==> config.mk <==
export PLATFORM = sky130hd
export DESIGN_NAME = http_chunked_body_decoder
export DESIGN_NICKNAME = d
export VERILOG_FILES = /design/src/hw/rtl/hcbd_pkg.sv /design/src/hw/rtl/http_chunked_body_decoder.sv
export SDC_FILE = /design/constraint.sdc
export NUM_CORES = 1
export LEC_CHECK = 0
export BUFFER_PORTS_ARGS = -buffer_cell sky130_fd_sc_hd__buf_4
export CORE_MARGIN = 3
export CORE_UTILIZATION = 50
export DETAILED_ROUTE_END_ITERATION = 10
export GPL_TIMING_DRIVEN = 1
export PLACE_DENSITY = 0.76
export SLEW_MARGIN = 30
export SYNTH_ARGS = -nofsm -noshare
export SYNTH_HDL_FRONTEND = slang
export SYNTH_SLANG_ARGS = --single-unit
==> constraint.sdc <==
create_clock -name clk -period 6.3 [get_ports clk]
set_clock_uncertainty 0.1 [all_clocks]
set_input_delay 1.26 -clock clk [delete_from_list [all_inputs] [get_ports clk]]
set_output_delay 1.26 -clock clk [all_outputs]
set_load 0.02 [all_outputs]
==> src/hw/rtl/hcbd_pkg.sv <==
// hcbd_pkg: shared types, constants and the hex digit decode for the
// chunked body decoder. No dependencies.
package hcbd_pkg;

    localparam int SIZE_BITS  = 24;   // chunk size accumulator width
    localparam int TOTAL_BITS = 16;   // running payload total width
    localparam int BYTE_W     = 8;
    localparam int LEN_W      = 16;   // total_len port width
    localparam int KIND_W     = 2;
    localparam int HEX_W      = 4;    // bits carried by one hex digit

    localparam logic [BYTE_W-1:0] CH_CR = 8'h0D;
    localparam logic [BYTE_W-1:0] CH_LF = 8'h0A;

    localparam logic [KIND_W-1:0] KIND_DATA = 2'd0;
    localparam logic [KIND_W-1:0] KIND_DONE = 2'd1;
    localparam logic [KIND_W-1:0] KIND_ERR  = 2'd2;

    typedef enum logic [2:0] {
        PH_SIZE_FIRST = 3'd0,
        PH_SIZE_MORE  = 3'd1,
        PH_EXT        = 3'd2,
        PH_SIZE_LF    = 3'd3,
        PH_DATA       = 3'd4,
        PH_DATA_CR    = 3'd5,
        PH_DATA_LF    = 3'd6,
        PH_DRAIN      = 3'd7
    } phase_t;

    typedef struct packed {
        logic             ok;
        logic [HEX_W-1:0] val;
    } hex_t;

    function automatic hex_t hex_decode(input logic [BYTE_W-1:0] c);
        hex_t h;
        h.ok  = 1'b1;
        h.val = '0;
        if (c >= 8'h30 && c <= 8'h39)
        begin
            h.val = HEX_W'(c - 8'h30);
        end
        else if (c >= 8'h41 && c <= 8'h46)
        begin
            h.val = HEX_W'(c - 8'h37);
        end
        else if (c >= 8'h61 && c <= 8'h66)
        begin
            h.val = HEX_W'(c - 8'h57);
        end
        else
        begin
            h.ok = 1'b0;
        end
        return h;
    endfunction

endpackage

==> src/hw/rtl/http_chunked_body_decoder.sv <==
// channel  | handshake             | fields
// ---------+-----------------------+--------------------------
// input    | in_valid / in_stall   | in_byte, in_last
// output   | out_valid / out_stall | kind, out_byte, total_len
//
// one byte per clock while out_stall does not hold the result register:
// input register, one step of parse logic, result register.
// a byte that yields no result simply leaves the result register empty.
// rst_n is asynchronous and returns the parser to the first size digit.
// in_stall rises only when the input register is full and the result
// register is held by out_stall.
//
// file holds the decoder top level; depends on hcbd_pkg.
module http_chunked_body_decoder
    import hcbd_pkg::*;
(
    input  logic              clk,
    input  logic              rst_n,
    input  logic              in_valid,
    output logic              in_stall,
    input  logic [BYTE_W-1:0] in_byte,
    input  logic              in_last,
    output logic              out_valid,
    input  logic              out_stall,
    output logic [KIND_W-1:0] kind,
    output logic [BYTE_W-1:0] out_byte,
    output logic [LEN_W-1:0]  total_len
);

    // input register
    logic              in_valid_reg, in_valid_next;
    logic [BYTE_W-1:0] byte_reg;
    logic              last_reg;

    // parser state
    phase_t                phase_reg, phase_next;
    logic [SIZE_BITS-1:0]  remain_reg, remain_next;
    logic [SIZE_BITS-1:0]  accum_reg, accum_next;
    logic [TOTAL_BITS-1:0] total_reg, total_next;

    // result register
    logic              out_valid_reg, out_valid_next;
    logic [KIND_W-1:0] kind_reg, kind_next;
    logic [BYTE_W-1:0] obyte_reg, obyte_next;
    logic [LEN_W-1:0]  len_reg, len_next;

    logic consume;
    logic take_in;

    // step results
    phase_t                s_phase;
    logic [SIZE_BITS-1:0]  s_remain, s_accum;
    logic [TOTAL_BITS-1:0] s_total, s_total_inc;
    logic [SIZE_BITS-1:0]  s_remain_dec;
    logic                  s_res, s_err, s_clear;
    logic [KIND_W-1:0]     s_kind;
    logic [BYTE_W-1:0]     s_byte;
    logic [LEN_W-1:0]      s_len;
    hex_t                  hx;
    logic                  size_ovf;

    assign consume = in_valid_reg && !(out_valid_reg && out_stall);
    assign in_stall = in_valid_reg && !consume;
    assign take_in = in_valid && !in_stall;

    assign in_valid_next = take_in || (in_valid_reg && !consume);

    assign hx           = hex_decode(byte_reg);
    assign size_ovf     = |accum_reg[SIZE_BITS-1 -: HEX_W];
    assign s_total_inc  = total_reg + TOTAL_BITS'(1);
    assign s_remain_dec = remain_reg - SIZE_BITS'(1);

    always_comb
    begin
        s_phase  = phase_reg;
        s_remain = remain_reg;
        s_accum  = accum_reg;
        s_total  = total_reg;
        s_res    = 1'b0;
        s_err    = 1'b0;
        s_clear  = 1'b0;
        s_kind   = KIND_DATA;
        s_byte   = '0;
        s_len    = LEN_W'(total_reg);

        case (phase_reg)
            PH_SIZE_FIRST, PH_SIZE_MORE:
            begin
                if (hx.ok)
                begin
                    if (size_ovf)
                    begin
                        s_err = 1'b1;
                    end
                    else
                    begin
                        s_accum = {accum_reg[SIZE_BITS-HEX_W-1:0], hx.val};
                        s_phase = PH_SIZE_MORE;
                        s_err   = last_reg;
                    end
                end
                else if (phase_reg == PH_SIZE_FIRST)
                begin
                    // empty size line
                    s_err = 1'b1;
                end
                else
                begin
                    s_phase = (byte_reg == CH_CR) ? PH_SIZE_LF : PH_EXT;
                    s_err   = last_reg;
                end
            end
            PH_EXT:
            begin
                if (byte_reg == CH_CR)
                begin
                    s_phase = PH_SIZE_LF;
                end
                s_err = last_reg;
            end
            PH_SIZE_LF:
            begin
                if (byte_reg != CH_LF || last_reg)
                begin
                    s_err = 1'b1;
                end
                else
                begin
                    s_remain = accum_reg;
                    s_accum  = '0;
                    s_phase  = (accum_reg == '0) ? PH_DATA_CR : PH_DATA;
                end
            end
            PH_DATA:
            begin
                if (last_reg || (&total_reg))
                begin
                    s_err = 1'b1;
                end
                else
                begin
                    s_total  = s_total_inc;
                    s_remain = s_remain_dec;
                    if (s_remain_dec == '0)
                    begin
                        s_phase = PH_DATA_CR;
                    end
                    s_res  = 1'b1;
                    s_kind = KIND_DATA;
                    s_byte = byte_reg;
                    s_len  = LEN_W'(s_total_inc);
                end
            end
            PH_DATA_CR:
            begin
                if (byte_reg != CH_CR || last_reg)
                begin
                    s_err = 1'b1;
                end
                else
                begin
                    s_phase = PH_DATA_LF;
                end
            end
            PH_DATA_LF:
            begin
                if (byte_reg != CH_LF)
                begin
                    s_err = 1'b1;
                end
                else if (last_reg)
                begin
                    s_res   = 1'b1;
                    s_kind  = KIND_DONE;
                    s_clear = 1'b1;
                end
                else
                begin
                    s_phase = PH_SIZE_FIRST;
                end
            end
            PH_DRAIN:
            begin
                s_clear = last_reg;
            end
            default:
            begin
                s_phase = PH_SIZE_FIRST;
            end
        endcase

        // error result carries the total held before this byte
        if (s_err)
        begin
            s_res   = 1'b1;
            s_kind  = KIND_ERR;
            s_byte  = '0;
            s_len   = LEN_W'(total_reg);
            s_total = total_reg;
            s_phase = PH_DRAIN;
            s_clear = last_reg;
        end

        if (s_clear)
        begin
            s_phase  = PH_SIZE_FIRST;
            s_remain = '0;
            s_accum  = '0;
            s_total  = '0;
        end
    end

    always_comb
    begin
        phase_next     = phase_reg;
        remain_next    = remain_reg;
        accum_next     = accum_reg;
        total_next     = total_reg;
        out_valid_next = out_valid_reg && out_stall;
        kind_next      = kind_reg;
        obyte_next     = obyte_reg;
        len_next       = len_reg;
        if (consume)
        begin
            phase_next     = s_phase;
            remain_next    = s_remain;
            accum_next     = s_accum;
            total_next     = s_total;
            out_valid_next = s_res;
            kind_next      = s_kind;
            obyte_next     = s_byte;
            len_next       = s_len;
        end
    end

    always_ff @(posedge clk or negedge rst_n)
    begin
        if (!rst_n)
        begin
            in_valid_reg  <= 1'b0;
            out_valid_reg <= 1'b0;
            phase_reg     <= PH_SIZE_FIRST;
            remain_reg    <= '0;
            accum_reg     <= '0;
            total_reg     <= '0;
        end
        else
        begin
            in_valid_reg  <= in_valid_next;
            out_valid_reg <= out_valid_next;
            phase_reg     <= phase_next;
            remain_reg    <= remain_next;
            accum_reg     <= accum_next;
            total_reg     <= total_next;
        end
    end

    always_ff @(posedge clk)
    begin
        if (take_in)
        begin
            byte_reg <= in_byte;
            last_reg <= in_last;
        end
        kind_reg  <= kind_next;
        obyte_reg <= obyte_next;
        len_reg   <= len_next;
    end

    assign out_valid = out_valid_reg;
    assign kind      = kind_reg;
    assign out_byte  = obyte_reg;
    assign total_len = len_reg;

endmodule

After elaboration in Yosys (flattened, before gate mapping)
Cells that the tools add are included.
{ "totals": {"regBits": 104, "latchBits": 0, "mem_bits_rw": 0, "rom_bits": 0, "in_bits": 13, "n_memories": 0} }
{ "classes": {"add_sub_neg": 5, "n_mul": 0, "n_div": 0, "magnitude_cmp": 6, "n_eq_ne": 23, "shifts": 0, "mux": 51, "n_bitwise": 2, "n_reduce_logical": 28} }
{ "ops": {"columns": ["operator", "count"], "rows": [
  ["$mux W24", 7],
  ["$pmux W24 S2", 2],
  ["$mux W16", 4],
  ["$logic_not A24 Y1", 2],
  ["$mux W3", 12],
  ["$ne A4 B4 Y1 const B", 7],
  ["$sub A24 B1 Y24 const B", 1],
  ["$mux W1", 19],
  ["$pmux W3 S6", 1],
  ["$add A16 B1 Y16 const B", 1],
  ["$ge A8 B7 Y1 const B", 2],
  ["$le A8 B7 Y1 const B", 2],
  ["$ne A8 B4 Y1 const B", 2],
  ["$reduce_and A16 Y1", 1],
  ["$eq A3 B3 Y1 const B", 4],
  ["$mux W4", 3],
  ["$ne A3 B3 Y1 const B", 4],
  ["$reduce_and A11 Y1", 1],
  ["$ne A5 B5 Y1 const B", 2],
  ["$eq A8 B4 Y1 const B", 1],
  ["$ge A8 B6 Y1 const B", 1],
  ["$le A8 B6 Y1 const B", 1],
  ["$reduce_bool A8 Y1", 1],
  ["$sub A4 B3 Y4 const B", 2],
  ["other kinds (16)", 32]
]} }

Depth between registers and ports, before layout
{ "depth": {"word_depth": 10, "ltp_mapped": 12, "mapped_depth_nobuf": 9} }

Least setup slack after synthesis
Ideal clock, no wire load.
{ "synth_path": {"path_type": "input-to-reg", "startpoint": "input out_stall", "endpoint": "register accum_reg[0]", "setup_ns": 0.095, "arrival_time_ns": 2.892, "required_ns": 6.105, "path_slack_ns": 3.213, "cell_stages": 7, "n_path_buf": 2, "cell_sequence": "a21bo_2 > clkinv_1 > o21ai_1 > buf_2 > clkbuf_1 > nand2_1 > o31ai_1"} }
{ "synth_via": {"elab_chain_len": 4} }
{ "synth_lines": {"columns": ["item", "line", "source"], "rows": [
  ["from (decl)", "http_chunked_body_decoder.sv:24", "input logic out_stall,"],
  ["$logic_and A1 B1 Y1", "http_chunked_body_decoder.sv:62", "assign consume = in_valid_reg && !(out_valid_reg && out_stall);"],
  ["$logic_not A1 Y1", "http_chunked_body_decoder.sv:62", null],
  ["$logic_and A1 B1 Y1", "http_chunked_body_decoder.sv:62", null],
  ["net consume", "http_chunked_body_decoder.sv:47", "logic consume;"],
  ["$reduce_and A5 Y1 (no source line)", null, null],
  ["to (signal assigned)", "http_chunked_body_decoder.sv:253", "accum_reg <= accum_next;"],
  ["to (decl)", "http_chunked_body_decoder.sv:38", "logic [SIZE_BITS-1:0] accum_reg, accum_next;"]
]} }
The timed path passes the listed nets, and every way through them passes these cells.
A chain may end at the register's enable or synchronous reset.

Worst setup path in the final report
{ "layout_path": {"startpoint": "input out_stall", "endpoint": "register remain_reg[19]"} }
{ "layout_via": {"elab_chain_len": 4} }
{ "layout_lines": {"columns": ["item", "line", "source"], "rows": [
  ["$logic_and A1 B1 Y1", "http_chunked_body_decoder.sv:62", null],
  ["$logic_not A1 Y1", "http_chunked_body_decoder.sv:62", null],
  ["$logic_and A1 B1 Y1", "http_chunked_body_decoder.sv:62", null],
  ["$reduce_and A4 Y1 (no source line)", null, null],
  ["to (signal assigned)", "http_chunked_body_decoder.sv:252", "remain_reg <= remain_next;"],
  ["to (decl)", "http_chunked_body_decoder.sv:37", "logic [SIZE_BITS-1:0] remain_reg, remain_next;"]
]} }
Every way passes these cells.

==> reports/results.ini <==
[grt]
overflow = 0
globalRouteTotalUtil_pct = 21.9
grt_pass1_vias = 4692
grt_max_degree = 70
grt_pass1_wl_mm = 23.1
antenna_found_initial = 0

[die]
die_w_um = 114
fp.dieH_um = 114
ios = 41
rows = 38
core_region_area_um2 = 11100
start_util_pct = 52.4
dieArea_um2 = 12900

[place]
io_buffers = 40
dp_hpwl_mm = 9.35
place_congestion = 0.940
dpl-instance-area_um2 = 6150
pre_cts_ws_ns = 2.38

[synthesis]
ys_ff_latch = 104
yosysWarnings = 0
synth_compound_area_share_pct = 18.7
synth_xor_area_share_pct = 3.02
yosys.area_share.adder_pct = 1.51
synth_mux_area_share_pct = 1.92
synthSimpleGateAreaFrac_pct = 22.9
yosysSeqAreaShare_pct = 47.9
syn_area_um2 = 5800
synth_cell_type_count = 63
synth_edf_count = 35
syn_nets = 656
netlist_instances = 636
synth_flop_cell = dfrtp_1
synth_top_family_by_area = simple AND/OR/NAND/NOR gates
syn_avg_cell_area_um2 = 9.12
synth-async-reset-ratio_pct = 66.3

[cts]
htree_levels = 3
clock-sinks = 104
tritoncts = built
ctsLongestPathBuffers = 2
worstSkewPairLatency_ns = 0.35
cts_setup_buffers = 0
cts_buffers = 9
clkTransAtPathRegs_ns = 0.07
cts_resized = 0
clock-root-buffer = clkbuf_16
postCtsHoldBufs = 0

[timing]
fin_crit_sh_pct = 52.5
fmax_mhz = 302
setup_tns_ns = 0
fin_crit_ns = 3.31
rsz0062_at_grt = false
hold_violations = 0
finalSetupViolations = 0
worst_pin_slew_ns = 0.781
maxSlewViolCount = 0
timing.final.ws_setup_ns = 2.99
max_slew_margin_pct = 47.8

[cells_and_area]
diodes = 0
seq_area_um2 = 2780
multiInputGateArea_um2 = 2790
fill_cells = 913
finalNetCount = 670
final_common_cell = o21ai_0
final_cell_mix = o21ai_0 (90), nand2_1 (85), dfrtp_1 (69)
drive_above_1_share_pct = 12.2
synthToLayoutAreaGrowth_pct = 11.0
design_area_um2 = 6440

[drt]
drtPass1Iterations = 5
detail_route.vias_per_cell = 6.24
drt-total-wl_mm = 14.0
wire_per_inst_um = 17.6
ant_nets = 0
via_count = 4958
drcViolationCount = 0
drtIter0Drc = 549

[run_status]
status = completed

[critical_path]
required_ns = 6.45
start_kind = input pin
r2r_cells = 10
critical_path_peak_fanout = 20
cp-end-kind = flip-flop
critPathKind = in2reg
critPathArrivalTime_ns = 3.46

[pwr]
p_leak_uw = 0.00265
ir_worst_vdd_mv = 0.166
cellPowerDensity_nw_per_um2 = 357

[worst_hold_path]
hp-class = reg2reg
hold_depth = 2

[job]
maxCapViolations = 0

[cells in the mapped netlist, drive strengths merged (4+ instances only)]
library cell / instances / area share, %
nand2: 85 / 5.5
nor2b: 5 / 0.54
a22oi: 4 / 0.52
xnor2: 13 / 2.0
a31oi: 4 / 0.43
nand3: 18 / 1.6
nor4b: 4 / 0.60
nor3: 18 / 1.7
edfxtp: 35 / 18
or4: 5 / 0.65
nand4: 13 / 1.6
o21ai: 92 / 7.9
nor2: 53 / 3.7
o31ai: 13 / 1.7
o21bai: 5 / 0.65
a21oi: 28 / 2.4
or3: 5 / 0.54
mux2i: 10 / 1.7
and2: 8 / 0.86
a21o: 4 / 0.52
dfrtp: 69 / 30
buf: 9 / 0.93
ha: 7 / 1.5
nor3b: 4 / 0.52
nor4: 22 / 2.9
inv: 13 / 0.84
xor2: 7 / 1.1
nand2b: 5 / 0.54
clkbuf: 36 / 2.3
[report_power, final]
group	total [uW]	switching, uW	internal (uW)
sequential	898	101	797
combinational	860	548	313
clock	539	266	273
total	2300	915	1380
[critical path, stage by stage]
cell and delay [ns]:
buf_4 0.12, a21bo_2 0.33, nor2_1 0.53, nand4_1 0.56, buf_6 0.34, nor2b_1 0.13
o21ai_0 0.08, o21ai_0 0.08
[cell type report]
cell class	instances	area share (%)
Multi-Input combinational cell	473	43.3
Inverter	14	0.835
Tap cell	140	2.72
Clock buffer	11	3.61
Clock inverter	5	0.699
Timing Repair Buffer	48	5.71
Sequential cell	104	43.1
[kinds of logic after synthesis]
kind of cell / after synthesis
buf+inv: 59
compound gates: 179
xor+xnor: 20
simple gates: 256
fa+ha+maj: 7
flops: 104
mux: 11
[metrics by stage]
stage | util [%] | hold WS [ns] | total power, uW | instances
final | 58.2 | 0.423 | 2300 | 795
after global routing | 58.2 | 0.459 | 2430 | 795
after CTS | 58.0 | 0.426 | 2290 | 794
after detailed placement | 55.5 | 0.409 | 1750 | 778
after global placement | 55.5 | 0.386 | 1730 | 778
after floorplan | - | 0.363 | 1520 | 636
[routing by layer]
metal	routed length [um]	GRT usage, %	vias to the layer above
li1	-	-	2337
met1	6030	30.4	2391
met2	6780	35.3	209
met3	1000	4.46	21
met4	184	5.45	0
met5	0	0	-
[worst paths after layout]
| kind | slack (ns) | to | from |
|---|---|---|---|
| setup / recovery | 2.99 | remain_reg[19]$_DFFE_PN0P_ | out_stall |
| hold / removal | 0.42 | accum_reg[21]$_DFFE_PN0P_ | accum_reg[21]$_DFFE_PN0P_ |
| setup reg to reg | 3.06 | phase_reg[1]$_DFFE_PN0P_ | remain_reg[0]$_DFFE_PN0P_ |
| hold reg to reg | 0.42 | accum_reg[21]$_DFFE_PN0P_ | accum_reg[21]$_DFFE_PN0P_ |
| max in group asynchronous | 4.83 | remain_reg[2]$_DFFE_PN0P_ | rst_n |
| min in group asynchronous | 0.81 | accum_reg[23]$_DFFE_PN0P_ | rst_n |
Power figures use the tool's default switching activity.
